**src/sv/ism_pkg.sv**
```systemverilog
// Shared types and codes for the integer stack machine.
// Used by ism_ctrl, ism_datapath and integer_stack_machine; depends on nothing.
package ism_pkg;

  localparam int STACK_DEPTH_DEFAULT = 32;

  // Instruction codes on the command port
  localparam logic [2:0] CMD_PUSH = 3'd0;
  localparam logic [2:0] CMD_ADD  = 3'd1;
  localparam logic [2:0] CMD_MUL  = 3'd2;
  localparam logic [2:0] CMD_DUP  = 3'd3;
  localparam logic [2:0] CMD_DUMP = 3'd4;

  // Result kinds
  localparam logic [1:0] KIND_STEP  = 2'd0;
  localparam logic [1:0] KIND_COUNT = 2'd1;
  localparam logic [1:0] KIND_ENTRY = 2'd2;

  // Result status codes
  localparam logic [1:0] ST_OK        = 2'd0;
  localparam logic [1:0] ST_UNDERFLOW = 2'd1;
  localparam logic [1:0] ST_OVERFLOW  = 2'd2;
  localparam logic [1:0] ST_REFUSED   = 2'd3;

  // Datapath operations issued by the controller
  localparam logic [3:0] OP_IDLE       = 4'd0;
  localparam logic [3:0] OP_PUSH_IMM   = 4'd1;
  localparam logic [3:0] OP_PUSH_TOS   = 4'd2;
  localparam logic [3:0] OP_FAULT      = 4'd3;
  localparam logic [3:0] OP_NOP        = 4'd4;
  localparam logic [3:0] OP_REFUSE     = 4'd5;
  localparam logic [3:0] OP_FETCH      = 4'd6;
  localparam logic [3:0] OP_ADD        = 4'd7;
  localparam logic [3:0] OP_MUL        = 4'd8;
  localparam logic [3:0] OP_DUMP_HEAD  = 4'd9;
  localparam logic [3:0] OP_DUMP_ENTRY = 4'd10;

  typedef struct packed {
    logic [3:0] op;
    logic [1:0] status;   // error code for OP_FAULT
  } ctrl_t;

  typedef struct packed {
    logic empty;
    logic lt2;
    logic full;
    logic err;
    logic walk_done;
  } stat_t;

endpackage

```
**src/sv/ism_ctrl.sv**
```systemverilog
// Controller of the integer stack machine: decodes words and sequences the datapath.
// Depends on ism_pkg.
module ism_ctrl (
  input  logic              clk,
  input  logic              rst,
  input  logic              start,
  input  logic [2:0]        command,
  input  ism_pkg::stat_t    stat,
  output ism_pkg::ctrl_t    ctrl,
  output logic              busy
);

  localparam logic [1:0] S_IDLE = 2'd0;
  localparam logic [1:0] S_EXEC = 2'd1;
  localparam logic [1:0] S_DUMP = 2'd2;

  logic [1:0] state;
  logic [1:0] state_next;
  logic       mul_sel;
  logic       mul_sel_next;

  assign busy = (state != S_IDLE);

  always_comb begin
    state_next   = state;
    mul_sel_next = mul_sel;
    ctrl.op      = ism_pkg::OP_IDLE;
    ctrl.status  = ism_pkg::ST_OK;
    case (state)
      S_IDLE: begin
        if (start) begin
          if (stat.err) begin
            ctrl.op = ism_pkg::OP_REFUSE;
          end else begin
            case (command)
              ism_pkg::CMD_PUSH: begin
                if (stat.full) begin
                  ctrl.op     = ism_pkg::OP_FAULT;
                  ctrl.status = ism_pkg::ST_OVERFLOW;
                end else begin
                  ctrl.op = ism_pkg::OP_PUSH_IMM;
                end
              end
              ism_pkg::CMD_DUP: begin
                if (stat.empty) begin
                  ctrl.op     = ism_pkg::OP_FAULT;
                  ctrl.status = ism_pkg::ST_UNDERFLOW;
                end else if (stat.full) begin
                  ctrl.op     = ism_pkg::OP_FAULT;
                  ctrl.status = ism_pkg::ST_OVERFLOW;
                end else begin
                  ctrl.op = ism_pkg::OP_PUSH_TOS;
                end
              end
              ism_pkg::CMD_ADD, ism_pkg::CMD_MUL: begin
                if (stat.lt2) begin
                  ctrl.op     = ism_pkg::OP_FAULT;
                  ctrl.status = ism_pkg::ST_UNDERFLOW;
                end else begin
                  // fetch the second operand, combine next cycle
                  ctrl.op      = ism_pkg::OP_FETCH;
                  mul_sel_next = (command == ism_pkg::CMD_MUL);
                  state_next   = S_EXEC;
                end
              end
              ism_pkg::CMD_DUMP: begin
                ctrl.op = ism_pkg::OP_DUMP_HEAD;
                if (!stat.empty) begin
                  state_next = S_DUMP;
                end
              end
              default: begin
                ctrl.op = ism_pkg::OP_NOP;
              end
            endcase
          end
        end
      end
      S_EXEC: begin
        ctrl.op    = mul_sel ? ism_pkg::OP_MUL : ism_pkg::OP_ADD;
        state_next = S_IDLE;
      end
      S_DUMP: begin
        ctrl.op = ism_pkg::OP_DUMP_ENTRY;
        if (stat.walk_done) begin
          state_next = S_IDLE;
        end
      end
      default: begin
        state_next = S_IDLE;
      end
    endcase
  end

  always_ff @(posedge clk) begin
    if (rst) begin
      state <= S_IDLE;
    end else begin
      state <= state_next;
    end
  end

  always_ff @(posedge clk) begin
    mul_sel <= mul_sel_next;
  end

endmodule

```
**src/sv/ism_datapath.sv**
```systemverilog
// Datapath of the integer stack machine: stack memory, top register, counters, result register.
// Depends on ism_pkg.
module ism_datapath #(
  parameter int STACK_DEPTH = ism_pkg::STACK_DEPTH_DEFAULT
) (
  input  logic                  clk,
  input  logic                  rst,
  input  ism_pkg::ctrl_t        ctrl,
  input  logic [31:0]           imm,
  output ism_pkg::stat_t        stat,
  output logic                  strobe,
  output logic [1:0]            kind,
  output logic [1:0]            status,
  output logic [15:0]           line_number,
  output logic [31:0]           data,
  output logic                  last
);

  localparam int SPW = $clog2(STACK_DEPTH + 1);
  localparam int AW  = $clog2(STACK_DEPTH);

  logic [31:0]    mem [STACK_DEPTH];
  logic [31:0]    rd_data;
  logic [AW-1:0]  rd_addr;
  logic           wr_en;
  logic [AW-1:0]  wr_addr;
  logic [31:0]    wr_data;

  logic [SPW-1:0] sp;
  logic [SPW-1:0] sp_m1;
  logic [SPW-1:0] sp_m2;
  logic [31:0]    tos;
  logic [AW-1:0]  walk;
  logic [15:0]    count;
  logic [15:0]    line_next;
  logic [1:0]     err;
  logic [15:0]    err_line;

  logic [31:0]    top_now;
  logic [31:0]    push_val;
  logic [31:0]    alu_r;
  logic           emit;
  logic [1:0]     o_kind;
  logic [1:0]     o_status;
  logic [15:0]    o_line;
  logic [31:0]    o_data;
  logic           o_last;

  assign sp_m1     = sp - SPW'(1);
  assign sp_m2     = sp - SPW'(2);
  assign line_next = (count == 16'hFFFF) ? count : count + 16'd1;
  assign top_now   = (sp == '0) ? 32'd0 : tos;
  assign push_val  = (ctrl.op == ism_pkg::OP_PUSH_TOS) ? tos : imm;
  // top entry lives in tos, second entry arrives from memory
  assign alu_r     = (ctrl.op == ism_pkg::OP_MUL) ? tos * rd_data : tos + rd_data;

  assign stat.empty     = (sp == '0);
  assign stat.lt2       = (sp < SPW'(2));
  assign stat.full      = (sp == SPW'(STACK_DEPTH));
  assign stat.err       = (err != ism_pkg::ST_OK);
  assign stat.walk_done = (walk == '0);

  // Memory ports
  always_comb begin
    case (ctrl.op)
      ism_pkg::OP_FETCH:     rd_addr = sp_m2[AW-1:0];
      ism_pkg::OP_DUMP_HEAD: rd_addr = sp_m1[AW-1:0];
      default:               rd_addr = walk - AW'(1);
    endcase
    wr_en   = 1'b0;
    wr_addr = sp[AW-1:0];
    wr_data = push_val;
    case (ctrl.op)
      ism_pkg::OP_PUSH_IMM, ism_pkg::OP_PUSH_TOS: begin
        wr_en = 1'b1;
      end
      ism_pkg::OP_ADD, ism_pkg::OP_MUL: begin
        wr_en   = 1'b1;
        wr_addr = sp_m2[AW-1:0];
        wr_data = alu_r;
      end
      default: begin
        wr_en = 1'b0;
      end
    endcase
  end

  always_ff @(posedge clk) begin
    rd_data <= mem[rd_addr];
    if (wr_en) begin
      mem[wr_addr] <= wr_data;
    end
  end

  // Result word
  always_comb begin
    emit     = 1'b0;
    o_kind   = ism_pkg::KIND_STEP;
    o_status = ism_pkg::ST_OK;
    o_line   = line_next;
    o_data   = top_now;
    o_last   = 1'b1;
    case (ctrl.op)
      ism_pkg::OP_PUSH_IMM, ism_pkg::OP_PUSH_TOS: begin
        emit   = 1'b1;
        o_data = push_val;
      end
      ism_pkg::OP_FAULT: begin
        emit     = 1'b1;
        o_status = ctrl.status;
      end
      ism_pkg::OP_NOP: begin
        emit = 1'b1;
      end
      ism_pkg::OP_REFUSE: begin
        emit     = 1'b1;
        o_status = ism_pkg::ST_REFUSED;
        o_line   = err_line;
      end
      ism_pkg::OP_ADD, ism_pkg::OP_MUL: begin
        emit   = 1'b1;
        o_line = count;
        o_data = alu_r;
      end
      ism_pkg::OP_DUMP_HEAD: begin
        emit   = 1'b1;
        o_kind = ism_pkg::KIND_COUNT;
        o_line = count;
        o_data = 32'(sp);
        o_last = (sp == '0);
      end
      ism_pkg::OP_DUMP_ENTRY: begin
        emit   = 1'b1;
        o_kind = ism_pkg::KIND_ENTRY;
        o_line = count;
        o_data = rd_data;
        o_last = (walk == '0);
      end
      default: begin
        emit = 1'b0;
      end
    endcase
  end

  // Control state
  always_ff @(posedge clk) begin
    if (rst) begin
      strobe   <= 1'b0;
      sp       <= '0;
      count    <= '0;
      err      <= ism_pkg::ST_OK;
      err_line <= '0;
    end else begin
      strobe <= emit;
      case (ctrl.op)
        ism_pkg::OP_PUSH_IMM, ism_pkg::OP_PUSH_TOS: begin
          count <= line_next;
          sp    <= sp + SPW'(1);
        end
        ism_pkg::OP_FAULT: begin
          count    <= line_next;
          err      <= ctrl.status;
          err_line <= line_next;
        end
        ism_pkg::OP_NOP, ism_pkg::OP_FETCH: begin
          count <= line_next;
        end
        ism_pkg::OP_ADD, ism_pkg::OP_MUL: begin
          sp <= sp_m1;
        end
        ism_pkg::OP_DUMP_HEAD: begin
          if (sp == '0) begin
            count    <= '0;
            err      <= ism_pkg::ST_OK;
            err_line <= '0;
          end
        end
        ism_pkg::OP_DUMP_ENTRY: begin
          // drop the whole program once the bottom entry is out
          if (walk == '0) begin
            sp       <= '0;
            count    <= '0;
            err      <= ism_pkg::ST_OK;
            err_line <= '0;
          end
        end
        default: begin
        end
      endcase
    end
  end

  // Payload registers
  always_ff @(posedge clk) begin
    if (emit) begin
      kind        <= o_kind;
      status      <= o_status;
      line_number <= o_line;
      data        <= o_data;
      last        <= o_last;
    end
    case (ctrl.op)
      ism_pkg::OP_PUSH_IMM, ism_pkg::OP_PUSH_TOS: tos <= push_val;
      ism_pkg::OP_ADD, ism_pkg::OP_MUL:           tos <= alu_r;
      default:                                    tos <= tos;
    endcase
    case (ctrl.op)
      ism_pkg::OP_DUMP_HEAD:  walk <= sp_m1[AW-1:0];
      ism_pkg::OP_DUMP_ENTRY: walk <= walk - AW'(1);
      default:                walk <= walk;
    endcase
  end

endmodule

```
**src/sv/integer_stack_machine.sv**
```systemverilog
// Integer stack machine: push, dup and status-only words give a registered result in the cycle
// after accept with busy low, so one word per cycle; add and multiply hold busy while the
// second operand is read from the stack memory, and their result is registered after the combine.
// Dump gives the count in the cycle after accept, then one entry per cycle through the same read
// port, busy until the bottom entry is out. The receiver cannot stall results.
// Reset (rst, synchronous) empties the stack and clears counter and error; memory is not swept.
module integer_stack_machine #(
  parameter int STACK_DEPTH = ism_pkg::STACK_DEPTH_DEFAULT
) (
  input  logic               clk,
  input  logic               rst,
  input  logic               start,
  output logic               busy,
  input  logic [2:0]         command,
  input  logic signed [31:0] immediate,
  output logic               strobe,
  output logic [1:0]         kind,
  output logic [1:0]         status,
  output logic [15:0]        line_number,
  output logic signed [31:0] data,
  output logic               last
);

  // Controller decides per word; datapath holds stack, counters and the result register.
  ism_pkg::ctrl_t ctrl;
  ism_pkg::stat_t stat;
  logic [31:0]    data_u;

  ism_ctrl u_ctrl (
    .clk     (clk),
    .rst     (rst),
    .start   (start),
    .command (command),
    .stat    (stat),
    .ctrl    (ctrl),
    .busy    (busy)
  );

  ism_datapath #(
    .STACK_DEPTH (STACK_DEPTH)
  ) u_datapath (
    .clk         (clk),
    .rst         (rst),
    .ctrl        (ctrl),
    .imm         ($unsigned(immediate)),
    .stat        (stat),
    .strobe      (strobe),
    .kind        (kind),
    .status      (status),
    .line_number (line_number),
    .data        (data_u),
    .last        (last)
  );

  assign data = $signed(data_u);

`ifndef SYNTHESIS
  // A push taken while idle always reports in the next cycle.
  a_push_reports: assert property (@(posedge clk) disable iff (rst)
    start && !busy && command == ism_pkg::CMD_PUSH |=> strobe)
    else $error("push word gave no result");

  // Step results are single words, so they always close their item.
  a_step_last: assert property (@(posedge clk) disable iff (rst)
    strobe && kind == ism_pkg::KIND_STEP |-> last)
    else $error("step result without last");

  // Dump words never carry an error status.
  a_dump_ok: assert property (@(posedge clk) disable iff (rst)
    strobe && (kind == ism_pkg::KIND_COUNT || kind == ism_pkg::KIND_ENTRY)
      |-> status == ism_pkg::ST_OK)
    else $error("dump result with error status");

  // A fresh fault leaves the controller idle.
  a_fault_idle: assert property (@(posedge clk) disable iff (rst)
    strobe && (status == ism_pkg::ST_UNDERFLOW || status == ism_pkg::ST_OVERFLOW) |-> !busy)
    else $error("busy while reporting a fault");
`endif

endmodule

```
**config.mk**
```make
export PLATFORM = sky130hd
export DESIGN_NAME = integer_stack_machine
export DESIGN_NICKNAME = d
export VERILOG_FILES = /design/src/sv/ism_pkg.sv /design/src/sv/ism_ctrl.sv /design/src/sv/ism_datapath.sv /design/src/sv/integer_stack_machine.sv
export SDC_FILE = /design/constraint.sdc
export NUM_CORES = 2
export LEC_CHECK = 0
export BUFFER_PORTS_ARGS = -buffer_cell sky130_fd_sc_hd__buf_2
export CORE_UTILIZATION = 50
export DETAILED_ROUTE_END_ITERATION = 10
export HOLD_SLACK_MARGIN = 0.08
export PLACE_DENSITY = 0.73
export SETUP_SLACK_MARGIN = 0.02
export SLEW_MARGIN = 20
export SYNTH_ARGS = -nofsm -noshare
export SYNTH_HDL_FRONTEND = slang
export SYNTH_SLANG_ARGS = --single-unit
```
**constraint.sdc**
```tcl
create_clock -name clk -period 21.9 [get_ports clk]
set_clock_uncertainty 0.1 [all_clocks]
set_input_delay 4.38 -clock clk [delete_from_list [all_inputs] [get_ports clk]]
set_output_delay 4.38 -clock clk [all_outputs]
set_load 0.01 [all_outputs]
```
==> flow_summary.yaml <==
floorplanning:
  die_y_um: 361
  ioPinCount: 93
  fp.dieArea_sq_um: 131000
  rows: 131
  die_w_um: 361
  core_area_sq_um: 128000
  start_util: 0.505
logic_synthesis:
  synth_seq_cells: 1190
  synthCells: 5155
  synthesis.area_sq_um: 64600
  synth_ff_type: "edfxtp_1"
  synthTopCellsByArea: "edfxtp_1 (52%), fa_1 (13%), nand2_1 (5.0%), mux2i_1 (4.2%), and2_1 (3.3%)"
  synth_edf_count: 1115
  yosysMostFrequentCell: "edfxtp_1"
  synth_seq_area_share: 0.541
  async_reset_ff_frac: 0
  synth_top_cell_area_share: 0.518
  ys_warn_count: 0
  syn_avg_cell_area_sq_um: 12.5
  synth_cell_type_count: 89
  yosys-top-cells-count: "edfxtp_1 (1115), nand2_1 (858), fa_1 (409), inv_1 (394), and2_1 (341)"
  synth_top_area_cell: "edfxtp_1"
  syn_nets: 5764
critical_path:
  worstPathMaxFanout: 172
  worstSetupEndpointType: "flop"
  worstReg2RegStart: "u_datapath.tos[13]"
  reg2reg_depth: 23
  worstSetupPathType: "input port to flop"
  startpoint_type: "input port"
  reg2reg_slack_ps: 12910
  r2r-end: "u_datapath.mem[16][29]"
  cp_data_arrival_time_ps: 10260
  crit_required_ps: 22430
global_route:
  grt_util_met3: 0.0536
  first_global_vias: 42800
  grt_pass1_wl_um: 266000
  grt_remaining_overflow: 0
  met1_usage: 0.364
  grt_util_all_layers: 0.272
  grt_max_degree: 173
  met2_usage: 0.434
  antenna_found_initial: 3
  grt.busiest_layer: "met2"
detailed_routing:
  drcViolationCount: 0
  dr.pass1.iters: 10
  vias: 42700
  antenna_left: 0
  viasPerCell: 6.13
  avgRoutedWirePerCell_um: 25.5
  drt_iter0_drc: 4779
  drt_wl_total_um: 178000
clocking:
  postCtsHoldBufs: 0
  clk_pin_slew_ps: 60
  post-cts-setup-buffers: 0
  cts_buffer_depth: 3
  ctsResizeCount: 0
  clk-insertion-delay-late_ps: 740
  cts_buffers: 114
  cts.sinks: 1190
  cts_tree: "yes"
  clock_tree.root_cell: "clkbuf_16"
  htreeDepth: 3
cells_and_area:
  layout-drive-gt1-share: 0.102
  fillCellCount: 10200
  layout.nets: 5807
  syn_to_final_growth_pct: 9.95
hold_path:
  hold_path_end: "u_datapath.err[0]"
  min_path_cells: 2
  hp-start: "u_datapath.err[0]"
  worstHoldPathType: "flop to flop"
sta:
  slew_headroom: 0.206
  hold_viol: 0
  timing.final.crit_share: 0.444
  period_needed_ps: 9720
  setup_tns_ps: 0
  fmax_ghz: 0.103
  setup_viol: 0
  rsz0062_at_grt: "no"
  slew_violations: 0
  tightest_slew_ps: 1190
job:
  maxCapViolCount: 0
placement:
  io_buffers: 92
  dp_hpwl_um: 108000
  place.gp.congestion: 0.962
outcome:
  status: "finished clean"
==> layout make-up <==
class                   instances  area, sq um  area share
clock buffers                 158         3170      0.0446
repair buffers                225         1500      0.0211
multi-input cells            3268        27300       0.384
well taps                    1662         2080      0.0293
flip-flops and latches       1190        35000       0.492
clock inverters                57          510     0.00719
inverters                     399         1500      0.0211
diodes                          2         5.00   0.0000704
==> flip-flops by register name, summed over array words and instances (netlist names) <==
signal	count
u_datapath.strobe	1
u_datapath.rd_data	32
u_datapath.err	2
u_datapath.mem	1024
u_datapath.walk	5
u_datapath.data	32
u_datapath.err_line	16
u_datapath.last	1
u_datapath.status	2
u_ctrl.state	2
u_ctrl.mul_sel	1
u_datapath.sp	6
u_datapath.tos	32
u_datapath.kind	2
u_datapath.count	16
u_datapath.line_number	16
==> metrics by stage <==
stage / util / hold slack (ps) / area [sq um] / setup WS, ps / instances
2_1_floorplan: - / 345 / 64600 / 13700 / 5155
3_3_place_gp: 0.527 / 352 / 67300 / 11870 / 6744
3_5_place_dp: 0.527 / 363 / 67300 / 11690 / 6744
4_1_cts: 0.556 / 371 / 71000 / 12380 / 6959
5_1_grt: 0.556 / 399 / 71000 / 11860 / 6959
6_report: 0.556 / 369 / 71000 / 12180 / 6961
==> placed cells by master (no fill, tap or decap), types with 16 or more instances in the layout <==
master,synthesis,routed
a211oi_1,20,20
a211oi_2,30,30
a21o_1,24,24
a21oi_1,100,97
a222oi_1,26,26
a31oi_1,45,44
a32oi_1,226,226
and2_1,341,341
buf_2,60,92
buf_4,34,130
clkbuf_1,189,31
clkbuf_16,0,116
clkinv_1,2,19
dfxtp_1,75,74
edfxtp_1,1115,1115
fa_1,409,409
ha_1,162,162
inv_1,394,394
mux2i_1,268,265
nand2_1,858,856
nand3_1,34,34
nand4_1,77,77
nor2_1,198,150
nor2_4,0,47
nor3_1,29,28
o21ai_0,85,68
o21ai_2,1,16
xnor2_1,102,102
xor2_1,33,33
==> metal layers <==
metal  up-vias  routed length (um)
met5         -                   9
met4         2                8180
met3       466               18100
met2      2269               82800
met1     21600               68500
li1      18300                   -
==> worst max path at each step <==
stage | start | endpoint | slack [ps]
3_3_place_gp | command[1] | u_datapath.rd_data[26] | 11870
2_1_floorplan | u_datapath.tos[16] | u_datapath.mem[0][31] | 13700
3_5_place_dp | command[1] | u_datapath.rd_data[26] | 11690
5_1_grt | command[1] | u_datapath.rd_data[26] | 11860
6_report | command[1] | u_datapath.rd_data[26] | 12180
4_1_cts | command[1] | u_datapath.rd_data[26] | 12380
==> worst max-delay path, cell delays in order <==
cell      delay, ps
buf_2           130
xnor2_1         260
and4bb_1        290
o41ai_2         550
nand3_2         340
o221ai_4        260
buf_4           610
buf_4           890
buf_12          660
buf_4           760
mux2i_1         180
a32oi_1         210
nand4_1         210
nor2_1          160
==> kinds of logic (layout without fill, tap and decap cells) <==
| group | count (synthesis) | after routing | share of synthesized area |
|---|---|---|---|
| buffers and inverters | 697 | 839 | 0.0445 |
| DFF | 1190 | 1190 | 0.541 |
| and+or+nand+nor | 1615 | 1615 | 0.115 |
| other | 0 | 2 | 0 |
| xor gates and xnor gates | 135 | 135 | 0.0183 |
| adders and majority gates | 571 | 571 | 0.158 |
| muxes | 272 | 272 | 0.0422 |
| AOI/OAI and AO/OA | 675 | 675 | 0.0800 |
Power is left out: the tool's default activity adds up to more than one toggle a clock period on the data nets, which glitch-free logic cannot reach.
